[config.mk]
export PLATFORM = sky130hd
export DESIGN_NAME = eapt_sincos
export DESIGN_NICKNAME = d
export VERILOG_FILES = /design/src/rtl/eapt_pkg.sv /design/src/rtl/eapt_sincos.sv
export SDC_FILE = /design/constraint.sdc
export NUM_CORES = 2
export LEC_CHECK = 0
export BUFFER_PORTS_ARGS = -buffer_cell sky130_fd_sc_hd__buf_4
export CAP_MARGIN = 5
export CORE_UTILIZATION = 40
export CTS_BUF_LIST = sky130_fd_sc_hd__clkbuf_4 sky130_fd_sc_hd__clkbuf_8
export DETAILED_ROUTE_END_ITERATION = 8
export PLACE_DENSITY_LB_ADDON = 0.05
export REMOVE_ABC_BUFFERS = 1
export SLEW_MARGIN = 10
export SYNTH_ARGS = -nofsm -noshare
export SYNTH_HDL_FRONTEND = slang
export SYNTH_SLANG_ARGS = --single-unit
[constraint.sdc]
create_clock -name clock -period 7.6 [get_ports clock]
set_input_delay 0 -clock clock [delete_from_list [all_inputs] [get_ports clock]]
set_output_delay 0 -clock clock [all_outputs]
set_load 0.02 [all_outputs]
[src/rtl/eapt_pkg.sv]
// ----------------------------------------------------------------------------
// eapt_pkg
// Shared types, constants and the CORDIC arctangent table for the affine
// point transform.
// ----------------------------------------------------------------------------
`default_nettype none

package eapt_pkg;

   localparam int COORD_WIDTH  = 32;   // Q16.16 coordinates
   localparam int FRAC_BITS    = 16;
   localparam int ANG_WIDTH    = 26;   // angles, degrees, Q.16
   localparam int TRIG_WIDTH   = 32;   // cos/sin, Q2.30
   localparam int TRIG_FRAC    = 30;
   localparam int WIDE_WIDTH   = 56;   // intermediate coordinates
   localparam int PROD_SPLIT   = 24;   // low part of a split multiply
   localparam int CORDIC_STEPS = 16;
   localparam int RED_WIDTH    = 25;   // angle reduced into [0, 360)
   localparam int RES_WIDTH    = 23;   // residue in [0, 90)
   localparam int Z_WIDTH      = 26;

   localparam int DEG360       = 23592960;
   localparam int DEG90        = 5898240;
   localparam int CORDIC_START = 652032874;

   // pipeline depths in register stages
   localparam int SC_LAT  = CORDIC_STEPS + 3;
   localparam int ROT_LAT = 4;
   localparam int NST     = 1 + SC_LAT + 3 * ROT_LAT + 1;

   localparam int AX_X = 0;
   localparam int AX_Y = 1;
   localparam int AX_Z = 2;

   typedef logic signed [COORD_WIDTH-1:0] coord_type;
   typedef logic signed [ANG_WIDTH-1:0]   ang_type;
   typedef logic signed [TRIG_WIDTH-1:0]  trig_type;
   typedef logic signed [WIDE_WIDTH-1:0]  wide_type;
   typedef logic signed [Z_WIDTH-1:0]     zang_type;

   typedef struct packed {
      coord_type x;
      coord_type y;
      coord_type z;
   } res_type;

   // arctan(2^-i) in degrees, Q.16
   function automatic zang_type atan_step(input int idx);
      zang_type v;
      case (idx)
         0:       v = Z_WIDTH'(2949120);
         1:       v = Z_WIDTH'(1740967);
         2:       v = Z_WIDTH'(919879);
         3:       v = Z_WIDTH'(466945);
         4:       v = Z_WIDTH'(234379);
         5:       v = Z_WIDTH'(117304);
         6:       v = Z_WIDTH'(58666);
         7:       v = Z_WIDTH'(29335);
         8:       v = Z_WIDTH'(14668);
         9:       v = Z_WIDTH'(7334);
         10:      v = Z_WIDTH'(3667);
         11:      v = Z_WIDTH'(1833);
         12:      v = Z_WIDTH'(917);
         13:      v = Z_WIDTH'(458);
         14:      v = Z_WIDTH'(229);
         15:      v = Z_WIDTH'(115);
         default: v = '0;
      endcase
      return v;
   endfunction

endpackage

`default_nettype wire

[src/rtl/eapt_sincos.sv]
// ----------------------------------------------------------------------------
// eapt_sincos
// Pipelined cosine/sine of an angle in degrees: reduce, split into quadrant,
// one CORDIC step per stage, quadrant fold. Q2.30 results.
// ----------------------------------------------------------------------------
`default_nettype none

module eapt_sincos (
   input  logic               clock,
   input  logic               en,
   input  eapt_pkg::ang_type  ang,
   output eapt_pkg::trig_type cos_out,
   output eapt_pkg::trig_type sin_out
);
   import eapt_pkg::*;

   localparam logic signed [ANG_WIDTH:0] D360 = (ANG_WIDTH+1)'(DEG360);
   localparam logic [RED_WIDTH-1:0] R90  = RED_WIDTH'(DEG90);
   localparam logic [RED_WIDTH-1:0] R180 = RED_WIDTH'(2 * DEG90);
   localparam logic [RED_WIDTH-1:0] R270 = RED_WIDTH'(3 * DEG90);

   logic signed [ANG_WIDTH:0] a_wide;
   logic signed [ANG_WIDTH:0] red;
   logic [RED_WIDTH-1:0]      r_in, r_ff;
   logic [1:0]                q0;
   logic [RED_WIDTH-1:0]      t0;

   trig_type   x_ff  [CORDIC_STEPS+1];
   trig_type   y_ff  [CORDIC_STEPS+1];
   zang_type   z_ff  [CORDIC_STEPS+1];
   logic [1:0] q_ff  [CORDIC_STEPS+1];
   logic       zr_ff [CORDIC_STEPS+1];

   trig_type xr, yr, cos_in, sin_in, cos_ff, sin_ff;

   // stage 1: reduce into [0, 360)
   always_comb begin
      a_wide = (ANG_WIDTH+1)'(ang);
      if (a_wide < 0) begin
         red = ((a_wide + D360) < 0) ? (a_wide + D360 + D360) : (a_wide + D360);
      end else begin
         red = (a_wide >= D360) ? (a_wide - D360) : a_wide;
      end
      r_in = red[RED_WIDTH-1:0];
   end

   always_ff @(posedge clock) begin
      if (en) begin
         r_ff <= r_in;
      end
   end

   // stage 2: quadrant and residue
   always_comb begin
      if (r_ff >= R270) begin
         q0 = 2'd3;
         t0 = r_ff - R270;
      end else if (r_ff >= R180) begin
         q0 = 2'd2;
         t0 = r_ff - R180;
      end else if (r_ff >= R90) begin
         q0 = 2'd1;
         t0 = r_ff - R90;
      end else begin
         q0 = 2'd0;
         t0 = r_ff;
      end
   end

   always_ff @(posedge clock) begin
      if (en) begin
         x_ff[0]  <= TRIG_WIDTH'(CORDIC_START);
         y_ff[0]  <= '0;
         z_ff[0]  <= Z_WIDTH'(t0[RES_WIDTH-1:0]);
         q_ff[0]  <= q0;
         zr_ff[0] <= (t0 == '0);
      end
   end

   // one rotation step per stage
   for (genvar i = 0; i < CORDIC_STEPS; i++) begin : g_step
      always_ff @(posedge clock) begin
         if (en) begin
            if (z_ff[i] >= 0) begin
               x_ff[i+1] <= x_ff[i] - (y_ff[i] >>> i);
               y_ff[i+1] <= y_ff[i] + (x_ff[i] >>> i);
               z_ff[i+1] <= z_ff[i] - atan_step(i);
            end else begin
               x_ff[i+1] <= x_ff[i] + (y_ff[i] >>> i);
               y_ff[i+1] <= y_ff[i] - (x_ff[i] >>> i);
               z_ff[i+1] <= z_ff[i] + atan_step(i);
            end
            q_ff[i+1]  <= q_ff[i];
            zr_ff[i+1] <= zr_ff[i];
         end
      end
   end

   // quadrant fold; a zero residue is exact
   always_comb begin
      if (zr_ff[CORDIC_STEPS]) begin
         xr = TRIG_WIDTH'(64'sd1 <<< TRIG_FRAC);
         yr = '0;
      end else begin
         xr = x_ff[CORDIC_STEPS];
         yr = y_ff[CORDIC_STEPS];
      end
      case (q_ff[CORDIC_STEPS])
         2'd1: begin
            cos_in = -yr;
            sin_in = xr;
         end
         2'd2: begin
            cos_in = -xr;
            sin_in = -yr;
         end
         2'd3: begin
            cos_in = yr;
            sin_in = -xr;
         end
         default: begin
            cos_in = xr;
            sin_in = yr;
         end
      endcase
   end

   always_ff @(posedge clock) begin
      if (en) begin
         cos_ff <= cos_in;
         sin_ff <= sin_in;
      end
   end

   assign cos_out = cos_ff;
   assign sin_out = sin_ff;

endmodule

`default_nettype wire

==> impl_metrics.csv <==
group,metric,value,unit
setup_path,end_kind,"flop",
sta,hold_viol,0,
setup_path,required,8290,ps
setup_path,critPathArrivalTime,6570,ps
synth,synth_common_cells,"edfxtp_1 (1424), ha_1 (1148), nor2_1 (1079)",
sta,period_share,0.775,
global_routing,overflow,0,
layout,area_delta_synth_final,9.56,%
sta,finalMaxSlewViolations,0,
routing,drt-total-wl,328000,µm
setup_path,start_kind,"input pin",
sta,slew_headroom,0.105,
synth,synth.area.top_cells,"edfxtp_1 (37%), ha_1 (12%), xnor2_1 (8.2%)",
die,die_w,540,µm
die,start_util,0.402,
sta,max_freq,170,MHz
sta,period_minus_slack,5890,ps
clocking,post_cts_resized,0,
synth,synth_cell_types,114,
sta,worst_slack,1710,ps
synth,synth_top_family_by_area,"compound AO/OA/AOI/OAI gates",
synth,synthXorXnorAreaFrac,0.124,
status,status,"finished clean",
placement,place.gp.congestion,0.909,
layout,nFillCells,27744,
die,dieArea,0.292,mm²
synth,synth_area_leader_cell,"edfxtp_1",
layout,drive_above_1_share,0.0634,
routing,drtAntennaViolNets,0,
clocking,cts_max_path_buffers,4,
flow_run,drv_cap,0,
synth,yosysSeqAreaShare,0.369,
synth,synth.most_common_cell,"edfxtp_1",
global_routing,grt_max_degree,149,
layout,fin_nets,13600,
die,core_area,0.288,mm²
placement,dpl_worst_slack,1970,ps
synth,yosys_warnings,0,
setup_path,cp_num_buf_inv,5,
synth,netlist_area,0.116,mm²
clocking,h-tree-depth,5,
sta,clock_skew,68.4,ps
clocking,clk_pin_slew,50,ps
synth,netlist_instances,12206,
setup_path,cp_slowest_cell,"a2111oi_0",
sta,rsz0062_at_grt,"no",
routing,drtPass1Iterations,6,
routing,route.detailed.drc,0,
placement,dpl_cell_area,0.120,mm²
clocking,clock_sinks,1424,
clocking,clockRootBuffer,"clkbuf_8",
hold_path,hp-class,"in2reg",
setup_path,path_cells,"dlygate4sd3_1 -> dlygate4sd3_1 -> buf_16 -> buf_4 -> and2_2 -> buf_4 -> nor2_1 -> xor2_1 -> ha_1 -> nor2b_1 -> o21ai_0 -> a21boi_0 -> o21ai_0 -> a21oi_1 -> a2111oi_0 -> o31ai_1 -> a211oi_1 -> o21bai_1 -> a21oi_1 -> xnor2_1",
routing,first_iter_violations,6094,
synth,synth_edf_count,1424,
die,die_y,540,µm
global_routing,antenna_found_initial,3,
die,pin_count,92,
global_routing,grt_pass1_wl,504000,µm
clocking,clk_latency,980,ps
setup_path,crit_path_max_fanout,68,
synth,ys.flop_type,"edfxtp_1",
synth,ys_ff_latch,1424,
routing,wire_per_inst,20.0,µm
global_routing,grt_usage,0.217,
setup_path,crit_type,"in2reg",
synth,syn-mean-instance-area,9.48,µm²
placement,portBuffers,91,
sta,tightest_slew,1330,ps
clocking,cts_tree,"done",
sta,whs,272,ps
setup_path,crit_family,"compound AO/OA/AOI/OAI gates",
synth,synth.mux.area_fraction,0.00934,
global_routing,grt_pass1_vias,87286,
synth,postSynth.asyncResetShare,0,
routing,dr_total_vias,91408,
synth,synth_top_area_share,0.369,
die,fp-row-count,197,
sta,fin_tns_setup,0,ps
synth,synth_compound_area_frac,0.200,
layout,final_area,0.127,mm²
clocking,cts_buffers,283,
setup_path,max_stage_delay,780,ps
sta,setup_viol,0,
routing,viasPerCell,5.58,
synth,yosys.area_share.simple,0.139,
synth,synth_fa_ha_area_frac,0.129,
placement,hpwlAfterDp,258000,µm
[flip-flops by register name (all words and copies together), names as in the netlist]
| signal | cells |
|---|---|
| y_ff | 449 |
| x_ff | 447 |
| r_ff | 25 |
| sin_out | 32 |
| q_ff | 34 |
| cos_out | 32 |
| z_ff | 388 |
| zr_ff | 17 |
[worst register-to-register path: cells and delay by family (launching register included)]
| family | cells | cell delay (ps) |
|---|---|---|
| AND/OR/NAND/NOR | 7 | 2580 |
| flip-flops | 1 | 480 |
| buffers and inverters | 2 | 170 |
| XOR/XNOR | 2 | 260 |
| AO/OA/AOI/OAI | 7 | 1180 |
| adder cells (fa/ha/maj) | 2 | 510 |
[logic make-up after synthesis]
| group | count (synthesis) |
|---|---|
| AND/OR/NAND/NOR | 3395 |
| adder cells (fa/ha/maj) | 1183 |
| XOR/XNOR | 1641 |
| other | 1 |
| flip-flops | 1424 |
| multiplexers | 104 |
| AO/OA/AOI/OAI | 3606 |
| buffers and inverters | 852 |
[final cells by class]
class | instances | area, µm² | share of cell area
Inverter | 532 | 2000 | 0.0157
Timing Repair Buffer | 228 | 1900 | 0.0150
Tap cell | 3781 | 4730 | 0.0373
Clock inverter | 146 | 1230 | 0.00971
Sequential cell | 1424 | 42800 | 0.337
Clock buffer | 350 | 4440 | 0.0350
Antenna cell | 3 | 7.51 | 0.0000592
Multi-Input combinational cell | 9930 | 69700 | 0.550
[repair_timing]
action | in CTS | in global routing
buffers inserted | 0 | 0
hold buffers | 64 | 0
endpoints found under the hold margin | 368 | 0
[routing by layer]
metal / GRT usage / vias up / wire length (µm)
met4: 0.0686 / 0 / 9710
li1: - / 45465 / -
met3: 0.0201 / 454 / 11900
met5: 0 / - / 0
met2: 0.375 / 1959 / 157000
met1: 0.285 / 43530 / 149000
[path summary, 6_finish.rpt]
check                                      startpoint                      to  slack (ps)  cells after the start
worst max register to register   y_ff[9][9]$_DFFE_PP_  x_ff[10][31]$_DFFE_PP_        2150                     20
worst min-delay path                           ang[3]       r_ff[3]$_DFFE_PP_         270                      3
worst max-delay path                               en  x_ff[11][26]$_DFFE_PP_        1710                     20
worst min register to register  q_ff[0][15]$_DFFE_PP_    q_ff[1][1]$_DFFE_PP_         400                      0
[cells in the final DEF, fill, tap and decap left out, drive strengths merged, types with 109 or more instances in the layout]
master,synthesis,layout
o21ai,753,753
a21oi,1080,1080
a31oi,139,139
a21o,542,542
xor2,563,563
nand3,210,210
edfxtp,1424,1424
nor2,1079,1079
nor3,302,302
clkinv,4,109
o21a,127,127
nand2b,182,182
xnor2,1078,1078
inv,528,536
o21bai,117,117
nand2,831,831
nor2b,154,154
clkbuf,232,350
buf,88,164
ha,1148,1148
o31ai,155,155
[through the flow]
stage | cells | utilization
final | 16394 | 0.440
after global routing | 16392 | 0.440
after CTS | 16391 | 0.440
after detailed placement | 15831 | 0.419
after global placement | 15831 | 0.419
after floorplan | 11886 | -
Power is left out: the tool's default activity adds up to more than one toggle a clock period on the data nets, which glitch-free logic cannot reach.
